File: config.mk
export PLATFORM = sky130hd
export DESIGN_NAME = touch_sample_filter_and_map
export DESIGN_NICKNAME = d
export VERILOG_FILES = /design/src/rtl/tsfm_pkg.sv /design/src/rtl/tsfm_group_filter.sv /design/src/rtl/tsfm_axis_map.sv /design/src/rtl/touch_sample_filter_and_map.sv
export SDC_FILE = /design/constraint.sdc
export NUM_CORES = 2
export LEC_CHECK = 0
export BUFFER_PORTS_ARGS = -buffer_cell sky130_fd_sc_hd__buf_4
export CAP_MARGIN = 20
export CORE_UTILIZATION = 59
export DETAILED_ROUTE_END_ITERATION = 10
export GPL_ROUTABILITY_DRIVEN = 0
export HOLD_SLACK_MARGIN = 0.1
export PLACE_DENSITY = 0.85
export SLEW_MARGIN = 20
export SYNTH_ARGS = -nofsm -noshare
export SYNTH_HDL_FRONTEND = slang
export SYNTH_SLANG_ARGS = --single-unit
File: constraint.sdc
create_clock -name clock -period 8 [get_ports clock]
set_input_delay 0.4 -clock clock [delete_from_list [all_inputs] [get_ports clock]]
set_output_delay 0.4 -clock clock [all_outputs]
set_load 0.01 [all_outputs]
File: src/rtl/tsfm_pkg.sv
// ----------------------------------------------------------------------------
// Touch sample filter and map: shared types and constants
// Payload structs, register indexes, scan group codes and reset values.
// ----------------------------------------------------------------------------
package tsfm_pkg;

   // Default build values for the top-level parameters.
   localparam int GROUP_SIZE_DEF = 5;
   localparam int ADC_BITS_DEF   = 12;

   // Fixed field widths.
   localparam int SAMPLE_W   = 12;
   localparam int POS_W      = 16;
   localparam int GAIN_W     = 32;
   localparam int OFFSET_W   = 16;
   localparam int LIMIT_W    = 12;
   localparam int FRAC_BITS  = 24;
   localparam int CSR_IDX_W  = 3;
   localparam int CSR_DATA_W = 32;

   // Register indexes on the configuration port.
   localparam logic [CSR_IDX_W-1:0] REG_RAW_MODE    = 3'd0;
   localparam logic [CSR_IDX_W-1:0] REG_X_GAIN      = 3'd1;
   localparam logic [CSR_IDX_W-1:0] REG_X_OFFSET    = 3'd2;
   localparam logic [CSR_IDX_W-1:0] REG_Y_GAIN      = 3'd3;
   localparam logic [CSR_IDX_W-1:0] REG_Y_OFFSET    = 3'd4;
   localparam logic [CSR_IDX_W-1:0] REG_AGREE_LIMIT = 3'd5;

   // Reset and special values.
   localparam logic [LIMIT_W-1:0] AGREE_LIMIT_RST = 12'd50;
   localparam logic [POS_W-1:0]   POS_IDLE        = 16'hFFFF;
   localparam logic [POS_W-1:0]   POS_MAX         = 16'hFFFF;

   // Input operation codes.
   localparam logic OP_PEN_UP = 1'b0;
   localparam logic OP_SAMPLE = 1'b1;

   // Sample groups of one scan, in arrival order.
   typedef enum logic [1:0] {
      GRP_X0 = 2'd0,
      GRP_Y0 = 2'd1,
      GRP_X1 = 2'd2,
      GRP_Y1 = 2'd3
   } grp_type;

   // Tag that travels with a finished group mean.
   typedef struct packed {
      logic    valid;
      grp_type grp;
   } mean_tag_type;

   typedef struct packed {
      logic                op;
      logic [SAMPLE_W-1:0] sample;
   } req_type;

   typedef struct packed {
      logic             pressed;
      logic [POS_W-1:0] pos_x;
      logic [POS_W-1:0] pos_y;
      logic [POS_W-1:0] press_x;
      logic [POS_W-1:0] press_y;
      logic             readings_agreed;
   } rsp_type;

endpackage

File: src/rtl/tsfm_group_filter.sv
// ----------------------------------------------------------------------------
// Touch sample filter: group accumulator and trimmed mean
// Keeps the running sum, minimum and maximum of a sample group and, once the
// group closes, registers its trimmed mean (sum - min - max) / (N - 2).
// ----------------------------------------------------------------------------
module tsfm_group_filter #(
   parameter int GROUP_SIZE = tsfm_pkg::GROUP_SIZE_DEF,
   parameter int ADC_BITS   = tsfm_pkg::ADC_BITS_DEF
) (
   input  logic                   clock,
   input  logic                   reset,
   input  logic                   sample_en,
   input  logic                   clear,
   input  logic [ADC_BITS-1:0]    sample,
   output logic                   scan_end,
   output tsfm_pkg::mean_tag_type mean_tag,
   output logic [ADC_BITS-1:0]    mean
);
   import tsfm_pkg::*;

   localparam int POS_CNT_W = (GROUP_SIZE > 1) ? $clog2(GROUP_SIZE) : 1;
   localparam int SUM_W     = $clog2(GROUP_SIZE * ((1 << ADC_BITS) - 1) + 1);
   // Division by GROUP_SIZE-2 as a multiply by a rounded-up reciprocal; the
   // shift covers every trimmed sum below 2**SUM_W exactly.
   localparam int DIVISOR   = GROUP_SIZE - 2;
   localparam int DIV_LOG   = $clog2(DIVISOR);
   localparam int DIV_SHIFT = SUM_W + DIV_LOG;
   localparam int DIV_MULT  = ((1 << DIV_SHIFT) + DIVISOR - 1) / DIVISOR;
   localparam int MUL_W     = $clog2(DIV_MULT + 1);
   localparam int PROD_W    = SUM_W + MUL_W;

   logic [POS_CNT_W-1:0] pos_ff;
   grp_type              grp_ff;
   logic [SUM_W-1:0]     sum_ff, sum_in;
   logic [ADC_BITS-1:0]  min_ff, min_in;
   logic [ADC_BITS-1:0]  max_ff, max_in;
   mean_tag_type         done_ff;
   mean_tag_type         mean_tag_ff;
   logic [ADC_BITS-1:0]  mean_ff, mean_in;
   logic                 first, last;
   logic [SUM_W-1:0]     trim;
   logic [PROD_W-1:0]    prod;

   // Running sum, minimum and maximum including the current sample.
   always_comb begin
      first    = (pos_ff == '0);
      last     = (pos_ff == POS_CNT_W'(GROUP_SIZE - 1));
      sum_in   = first ? SUM_W'(sample) : sum_ff + SUM_W'(sample);
      min_in   = (first || sample < min_ff) ? sample : min_ff;
      max_in   = (first || sample > max_ff) ? sample : max_ff;
      scan_end = sample_en && last && (grp_ff == GRP_Y1);
   end

   // Trimmed mean of the group that closed in the previous cycle.
   always_comb begin
      trim    = sum_ff - SUM_W'(min_ff) - SUM_W'(max_ff);
      prod    = PROD_W'(trim) * PROD_W'(DIV_MULT);
      mean_in = prod[DIV_SHIFT +: ADC_BITS];
   end

   // Group position, group index and accumulators.
   always_ff @(posedge clock) begin
      if (reset) begin
         pos_ff  <= '0;
         grp_ff  <= GRP_X0;
         sum_ff  <= '0;
         done_ff <= '0;
      end else begin
         done_ff.valid <= sample_en && last;
         done_ff.grp   <= grp_ff;
         if (clear) begin
            pos_ff <= '0;
            grp_ff <= GRP_X0;
            sum_ff <= '0;
         end else if (sample_en) begin
            sum_ff <= sum_in;
            if (last) begin
               pos_ff <= '0;
               grp_ff <= grp_type'(2'(grp_ff) + 2'd1);
            end else begin
               pos_ff <= pos_ff + POS_CNT_W'(1);
            end
         end
      end
   end

   // Minimum and maximum need no reset: the first sample of a group loads them.
   always_ff @(posedge clock) begin
      if (sample_en) begin
         min_ff <= min_in;
         max_ff <= max_in;
      end
   end

   // Mean result register.
   always_ff @(posedge clock) begin
      if (reset) begin
         mean_tag_ff <= '0;
      end else begin
         mean_tag_ff <= done_ff;
      end
   end

   always_ff @(posedge clock) begin
      if (done_ff.valid) begin
         mean_ff <= mean_in;
      end
   end

   assign mean_tag = mean_tag_ff;
   assign mean     = mean_ff;

endmodule

File: src/rtl/tsfm_axis_map.sv
// ----------------------------------------------------------------------------
// Touch sample filter: axis mapping
// Registers value * gain, then adds the offset scaled to the gain's fraction
// bits, drops the fraction and clamps the result to 0..65535.
// ----------------------------------------------------------------------------
module tsfm_axis_map #(
   parameter int ADC_BITS = tsfm_pkg::ADC_BITS_DEF
) (
   input  logic                                 clock,
   input  logic                                 load,
   input  logic [ADC_BITS-1:0]                  value,
   input  logic signed [tsfm_pkg::GAIN_W-1:0]   gain,
   input  logic signed [tsfm_pkg::OFFSET_W-1:0] offset,
   output logic [tsfm_pkg::POS_W-1:0]           pos
);
   import tsfm_pkg::*;

   localparam int PROD_W  = ADC_BITS + 1 + GAIN_W;
   localparam int ACC_W   = PROD_W + 1;
   localparam int WHOLE_W = ACC_W - FRAC_BITS;

   logic signed [PROD_W-1:0] prod_ff;
   logic signed [ACC_W-1:0]  acc;
   logic [WHOLE_W-1:0]       whole;

   // Product register.
   always_ff @(posedge clock) begin
      if (load) begin
         prod_ff <= PROD_W'($signed({1'b0, value})) * PROD_W'(gain);
      end
   end

   // Offset, truncation and clamp.
   always_comb begin
      acc   = ACC_W'(prod_ff) + (ACC_W'(offset) <<< FRAC_BITS);
      whole = acc[ACC_W-1:FRAC_BITS];
      if (acc[ACC_W-1]) begin
         pos = '0;
      end else if (|whole[WHOLE_W-1:POS_W]) begin
         pos = POS_MAX;
      end else begin
         pos = whole[POS_W-1:0];
      end
   end

endmodule

File: src/rtl/touch_sample_filter_and_map.sv
// ----------------------------------------------------------------------------
// Touch sample filter and map: top level
// Trimmed-mean filtering of touch ADC samples, agreement check, averaging,
// linear screen mapping and pen-down / press tracking.
// ----------------------------------------------------------------------------
// A scan is four groups of GROUP_SIZE samples (X, Y, X, Y). Samples are taken
// one per clock unless input is held off; a sample that does not finish a scan
// gives no result. The scan's last sample holds off input while the trimmed
// mean, agreement check, mapping multiply and final clamp run through their
// pipeline registers, until the result is loaded. A pen-up transfer is taken
// when input is not held off and the result register is free or being emptied
// in that cycle, and its result appears in the next cycle. Results wait in a
// one-entry output register; samples keep flowing while it is full. The user
// writes configuration only while idle; the block does not enforce this.
// ----------------------------------------------------------------------------
module touch_sample_filter_and_map #(
   parameter int GROUP_SIZE = tsfm_pkg::GROUP_SIZE_DEF,
   parameter int ADC_BITS   = tsfm_pkg::ADC_BITS_DEF
) (
   input  logic                             clock,
   input  logic                             reset,
   input  logic                             req_valid,
   output logic                             req_ready,
   input  tsfm_pkg::req_type                req_data,
   output logic                             rsp_valid,
   input  logic                             rsp_ready,
   output tsfm_pkg::rsp_type                rsp_data,
   input  logic                             csr_we,
   input  logic [tsfm_pkg::CSR_IDX_W-1:0]   csr_index,
   input  logic [tsfm_pkg::CSR_DATA_W-1:0]  csr_wdata
);
   import tsfm_pkg::*;

   localparam int CMP_W = (ADC_BITS > LIMIT_W) ? ADC_BITS : LIMIT_W;

   // Configuration registers.
   logic                       raw_mode_ff;
   logic signed [GAIN_W-1:0]   x_gain_ff, y_gain_ff;
   logic signed [OFFSET_W-1:0] x_offset_ff, y_offset_ff;
   logic [LIMIT_W-1:0]         agree_limit_ff;

   // Handshake and control.
   logic                req_fire, sample_fire, pen_up_fire, out_free, finish, scan_end;
   logic                busy_ff;
   logic [ADC_BITS-1:0] sample;

   // Group filter outputs and stored means.
   mean_tag_type        mean_tag;
   logic [ADC_BITS-1:0] mean;
   logic [ADC_BITS-1:0] first_x_ff, first_y_ff, second_x_ff;

   // Agreement stage.
   logic                agree_in;
   logic [ADC_BITS:0]   sum_x, sum_y;
   logic [ADC_BITS-1:0] diff_x, diff_y;
   logic                s4_valid_ff, s4_agree_ff;
   logic [ADC_BITS-1:0] s4_ax_ff, s4_ay_ff;

   // Mapping and final stage.
   logic                s5_valid_ff, s5_agree_ff;
   logic [ADC_BITS-1:0] s5_ax_ff, s5_ay_ff;
   logic [POS_W-1:0]    map_x, map_y, new_x, new_y;

   // Tracking state and result register.
   logic             pen_held_ff;
   logic [POS_W-1:0] cur_x_ff, cur_y_ff, down_x_ff, down_y_ff;
   logic             rsp_valid_ff;
   rsp_type          rsp_data_ff, rsp_data_in;

   // Input acceptance: a pen-up transfer needs the result register.
   always_comb begin
      out_free    = !rsp_valid_ff || rsp_ready;
      req_ready   = !busy_ff && ((req_data.op == OP_SAMPLE) || out_free);
      req_fire    = req_valid && req_ready;
      sample_fire = req_fire && (req_data.op == OP_SAMPLE);
      pen_up_fire = req_fire && (req_data.op == OP_PEN_UP);
      sample      = ADC_BITS'(req_data.sample);
      finish      = s5_valid_ff && out_free;
   end

   // Configuration write port.
   always_ff @(posedge clock) begin
      if (reset) begin
         raw_mode_ff    <= 1'b0;
         x_gain_ff      <= '0;
         x_offset_ff    <= '0;
         y_gain_ff      <= '0;
         y_offset_ff    <= '0;
         agree_limit_ff <= AGREE_LIMIT_RST;
      end else if (csr_we) begin
         case (csr_index)
            REG_RAW_MODE:    raw_mode_ff    <= csr_wdata[0];
            REG_X_GAIN:      x_gain_ff      <= csr_wdata[GAIN_W-1:0];
            REG_X_OFFSET:    x_offset_ff    <= csr_wdata[OFFSET_W-1:0];
            REG_Y_GAIN:      y_gain_ff      <= csr_wdata[GAIN_W-1:0];
            REG_Y_OFFSET:    y_offset_ff    <= csr_wdata[OFFSET_W-1:0];
            REG_AGREE_LIMIT: agree_limit_ff <= csr_wdata[LIMIT_W-1:0];
            default: begin
            end
         endcase
      end
   end

   // Group accumulation and trimmed mean.
   tsfm_group_filter #(
      .GROUP_SIZE (GROUP_SIZE),
      .ADC_BITS   (ADC_BITS)
   ) u_group_filter (
      .clock     (clock),
      .reset     (reset),
      .sample_en (sample_fire),
      .clear     (pen_up_fire),
      .sample    (sample),
      .scan_end  (scan_end),
      .mean_tag  (mean_tag),
      .mean      (mean)
   );

   // Input is held off from the scan's last sample until its result is loaded.
   always_ff @(posedge clock) begin
      if (reset) begin
         busy_ff <= 1'b0;
      end else if (scan_end) begin
         busy_ff <= 1'b1;
      end else if (finish) begin
         busy_ff <= 1'b0;
      end
   end

   // Store the means of the first three groups.
   always_ff @(posedge clock) begin
      if (mean_tag.valid) begin
         case (mean_tag.grp)
            GRP_X0: first_x_ff  <= mean;
            GRP_Y0: first_y_ff  <= mean;
            GRP_X1: second_x_ff <= mean;
            default: begin
            end
         endcase
      end
   end

   // Agreement check and averaging once the last group's mean is ready.
   always_comb begin
      diff_x   = (first_x_ff >= second_x_ff) ? first_x_ff - second_x_ff
                                             : second_x_ff - first_x_ff;
      diff_y   = (first_y_ff >= mean) ? first_y_ff - mean : mean - first_y_ff;
      agree_in = (CMP_W'(diff_x) < CMP_W'(agree_limit_ff)) &&
                 (CMP_W'(diff_y) < CMP_W'(agree_limit_ff));
      sum_x    = {1'b0, first_x_ff} + {1'b0, second_x_ff};
      sum_y    = {1'b0, first_y_ff} + {1'b0, mean};
   end

   always_ff @(posedge clock) begin
      if (reset) begin
         s4_valid_ff <= 1'b0;
         s5_valid_ff <= 1'b0;
      end else begin
         s4_valid_ff <= mean_tag.valid && (mean_tag.grp == GRP_Y1);
         if (s4_valid_ff) begin
            s5_valid_ff <= 1'b1;
         end else if (finish) begin
            s5_valid_ff <= 1'b0;
         end
      end
   end

   always_ff @(posedge clock) begin
      if (mean_tag.valid && (mean_tag.grp == GRP_Y1)) begin
         s4_agree_ff <= agree_in;
         s4_ax_ff    <= sum_x[ADC_BITS:1];
         s4_ay_ff    <= sum_y[ADC_BITS:1];
      end
      if (s4_valid_ff) begin
         s5_agree_ff <= s4_agree_ff;
         s5_ax_ff    <= s4_ax_ff;
         s5_ay_ff    <= s4_ay_ff;
      end
   end

   // Screen mapping of both axes.
   tsfm_axis_map #(
      .ADC_BITS (ADC_BITS)
   ) u_map_x (
      .clock  (clock),
      .load   (s4_valid_ff),
      .value  (s4_ax_ff),
      .gain   (x_gain_ff),
      .offset (x_offset_ff),
      .pos    (map_x)
   );

   tsfm_axis_map #(
      .ADC_BITS (ADC_BITS)
   ) u_map_y (
      .clock  (clock),
      .load   (s4_valid_ff),
      .value  (s4_ay_ff),
      .gain   (y_gain_ff),
      .offset (y_offset_ff),
      .pos    (map_y)
   );

   // New position and result payload.
   always_comb begin
      new_x = cur_x_ff;
      new_y = cur_y_ff;
      if (s5_agree_ff) begin
         new_x = raw_mode_ff ? POS_W'(s5_ax_ff) : map_x;
         new_y = raw_mode_ff ? POS_W'(s5_ay_ff) : map_y;
      end
      rsp_data_in = '0;
      if (finish) begin
         rsp_data_in.pressed         = 1'b1;
         rsp_data_in.pos_x           = new_x;
         rsp_data_in.pos_y           = new_y;
         rsp_data_in.press_x         = pen_held_ff ? down_x_ff : new_x;
         rsp_data_in.press_y         = pen_held_ff ? down_y_ff : new_y;
         rsp_data_in.readings_agreed = s5_agree_ff;
      end else begin
         // Pen-up scan: release when held, idle marker otherwise.
         rsp_data_in.pressed         = 1'b0;
         rsp_data_in.pos_x           = pen_held_ff ? cur_x_ff : POS_IDLE;
         rsp_data_in.pos_y           = pen_held_ff ? cur_y_ff : POS_IDLE;
         rsp_data_in.press_x         = pen_held_ff ? down_x_ff : '0;
         rsp_data_in.press_y         = pen_held_ff ? down_y_ff : '0;
         rsp_data_in.readings_agreed = 1'b0;
      end
   end

   // Touch state tracking.
   always_ff @(posedge clock) begin
      if (reset) begin
         pen_held_ff <= 1'b0;
         cur_x_ff    <= '0;
         cur_y_ff    <= '0;
         down_x_ff   <= '0;
         down_y_ff   <= '0;
      end else if (finish) begin
         cur_x_ff <= new_x;
         cur_y_ff <= new_y;
         if (!pen_held_ff) begin
            pen_held_ff <= 1'b1;
            down_x_ff   <= new_x;
            down_y_ff   <= new_y;
         end
      end else if (pen_up_fire) begin
         if (pen_held_ff) begin
            pen_held_ff <= 1'b0;
         end else begin
            cur_x_ff  <= POS_IDLE;
            cur_y_ff  <= POS_IDLE;
            down_x_ff <= '0;
            down_y_ff <= '0;
         end
      end
   end

   // Result register.
   always_ff @(posedge clock) begin
      if (reset) begin
         rsp_valid_ff <= 1'b0;
      end else if (finish || pen_up_fire) begin
         rsp_valid_ff <= 1'b1;
      end else if (rsp_ready) begin
         rsp_valid_ff <= 1'b0;
      end
   end

   always_ff @(posedge clock) begin
      if (finish || pen_up_fire) begin
         rsp_data_ff <= rsp_data_in;
      end
   end

   assign rsp_valid = rsp_valid_ff;
   assign rsp_data  = rsp_data_ff;

endmodule
==> run metrics <==
outcome finished, violations left; failing checks negative setup slack; share of layout cells above drive strength 1 0.0612; DRC violations left 0; Max Slew Vio Count 0; Min Hold Slack 117 ps; largest net degree at the start of global routing 69; wire per inst 19.8 um; CTS root buffer clkbuf_16; final worst path period share 1.01; CTS tree done; fin worst setup slack -61.3 ps; Net Count, Synth 6,836; RSZ-0062 raised after global routing yes; Leakage Power 25.5 nW; grt met2 use 0.501; multiplexer area fraction after synthesis 0.00441; DRT iter0 DRCs 4,123; Post-synth EDFFs 230; initial antenna violation count 8; simple-gate share of the synthesized area 0.146; max frequency 124 MHz; Yosys top cell area share 0.295; Async S/R FF share, synth 0; global-route wire length before repair 215 mm; DRT Pass-1 Iters 9; Synth Flop Type edfxtp_1; Post-Place Setup Slack -358 ps; VDD IR max 0.00214 V; Layout Skew 50.8 ps; hpwl dp 102 mm; count leader, synth inv_1; H-tree levels 2; most instantiated cells after synthesis inv_1, fa_1, nand2_1, ha_1, and2_1; cts bufs inserted 43; core area 85,700 um^2; clk buf depth 3; number of global-route vias before repair 41,600; Worst-Skew Late Latency 620 ps; GRT Max-Usage Layer met2; critical path capture point type flip-flop; slowest stage cell, crit path fa_1; Critical Path AT 8390 ps; die width 297 um; kind of critical path reg -> reg; Total GRT Usage 0.305; r2r endpoint u_group_filter.mean[10]$_DFFE_PP_; CP startpoint u_group_filter.max_ff[2]$_DFFE_PP_; final setup vio count 3; hold crit path type in -> reg; Hold Path End y_gain_ff[9]$_SDFFE_PP0P_; M3 GR Usage 0.0630; Worst-path clk slew 70 ps; cell area after layout 55,500 um^2; Final min period 8060 ps; Area contributors post-synth fa_1, edfxtp_1, ha_1; PwrDens 364 nW/um^2; I/O Pins 121; CP Launch Type flip-flop; sequential area share after synthesis 0.214; met1 Track Usage GR 0.385; Layout area overhead 8.14%; syn_area_per_cell 9.25 um^2; Yosys Warn Count 0; Die Footprint 88,200 um^2; min-delay src csr_wdata[9]; final WL 135 mm; FF-to-FF Start u_group_filter.max_ff[2]$_DFFE_PP_; worst slew pin tran 1130 ps; Worst R2R Setup Slack -60 ps; row cnt 107; via count 40,300; largest family of logic cells by synthesized area adder cells; clk sinks 434; fin nets 6,883; initial core utilization 0.599; Final Hold Vio Count 0; xor-xnor portion of the synthesized cell area 0.0263; largest area contributor in the netlist fa_1; Worst Hold Depth 3; post-synthesis compound-gate area fraction 0.110; FF+latch count, synth 434; slew margin rel. 0.244; Synth Cell Area 51,300 um^2; Die Ht 297 um; Max stage delay on crit path 580 ps; total of max-cap violations 0; CP Max Fanout 4; total grt overflow 0; worst path required time 8330 ps; adder-cell share of the synthesized area 0.410; R2R cell count 30; Cell Area, Placed 53,300 um^2; Worst path most repeated cell fa_1; Cell variety after synth 82; antenna-violating nets left 0; Vias/cell 5.94; Post-Syn Instances 5,553; port bufs 120
[critical path, delay by kind of cell, from the launching register on]
| family | cells | cell delay, ps |
|---|---|---|
| XOR/XNOR | 2 | 240 |
| flip-flops | 1 | 410 |
| AO/OA/AOI/OAI | 12 | 2370 |
| AND/OR/NAND/NOR | 3 | 460 |
| adder cells (fa/ha/maj) | 9 | 3910 |
| buffers and inverters | 4 | 400 |
[layer usage]
| metal | vias to the layer above | wire length (um) |
|---|---|---|
| li1 | 17800 | - |
| met1 | 19800 | 50400 |
| met2 | 2236 | 63200 |
| met3 | 468 | 14000 |
| met4 | 8 | 6960 |
| met5 | - | 50 |
[registers in the layout, summed over array words and instances, names as in the netlist, 15 cells and up]
signal,count
x_gain_ff,32
y_offset_ff,16
down_y_ff,16
y_gain_ff,32
cur_y_ff,16
cur_x_ff,16
x_offset_ff,16
rsp_data,66
u_group_filter.sum_ff,15
u_map_x.prod_ff,21
down_x_ff,16
u_map_y.prod_ff,21
[repair_timing]
action                                 CTS  global route
hold buffers                            41             0
endpoints found under the hold margin   78             0
gates resized for setup                  8            39
pin swaps                                6            33
setup endpoints to repair                5             8
setup buffers                            3             7
[layout by cell type, fill, tap and decap left out, types with 28 or more instances in the layout]
cell type,Yosys,layout
a21o_1,72,72
a21oi_1,341,333
a22oi_1,34,34
a31oi_1,35,35
and2_1,393,393
buf_4,0,206
clkbuf_16,0,43
dfxtp_1,204,203
dlygate4sd3_1,0,41
edfxtp_1,230,230
fa_1,756,755
ha_1,474,468
inv_1,964,960
nand2_1,734,734
nand3_1,47,46
nor2_1,239,235
nor2b_1,34,34
nor3_1,30,28
o21ai_0,159,153
o21bai_1,32,31
xnor2_1,115,114
xor2_1,39,37
[worst max path at each step]
stage	to	slack [ps]
detailed placement	u_group_filter.mean[11]$_DFFE_PP_	-360
global route	u_group_filter.mean[10]$_DFFE_PP_	-300
floorplan	u_group_filter.mean[11]$_DFFE_PP_	280
finish	u_group_filter.mean[10]$_DFFE_PP_	-60
global placement	u_group_filter.mean[11]$_DFFE_PP_	-120
CTS	u_group_filter.mean[11]$_DFFE_PP_	3
[stage by stage]
| step | total power, mW | instances | util | setup TNS [ps] |
|---|---|---|---|---|
| 3_5_place_dp | 15.2 | 6645 | 0.622 | -789 |
| 2_1_floorplan | 12.0 | 5553 | - | 0 |
| 4_1_cts | 17.6 | 6769 | 0.644 | 0 |
| 6_report | 20.2 | 6789 | 0.648 | -125 |
| 3_3_place_gp | 14.5 | 6645 | 0.622 | -187 |
| 5_1_grt | 21.9 | 6783 | 0.648 | -1080 |
[power by group]
group          switching (mW)  total, mW  internal [mW]  leakage [nW]
Combinational            8.03       15.2           7.16          21.2
Sequential             0.0515       2.95           2.90          3.67
Clock                   0.948       2.06           1.11         0.679
Total                    9.02       20.2           11.2          25.5
[cells by family after synthesis]
kind of cell               count (synthesis)
DFF                                      434
xor gates and xnor gates                 154
adders and majority gates               1230
AOI/OAI and AO/OA                        907
muxes                                     22
buffers and inverters                   1214
and+or+nand+nor                         1592
[final cells by class]
cell class | count | area, um^2
Clock inverter | 25 | 253
Multi-Input combinational cell | 3905 | 36000
Antenna cell | 10 | 25.0
Tap cell | 1144 | 1430
Inverter | 967 | 3630
Sequential cell | 434 | 11000
Clock buffer | 55 | 1160
Timing Repair Buffer | 249 | 1990
Fill cell | 6402 | 30200
Power figures use the tool's default switching activity.
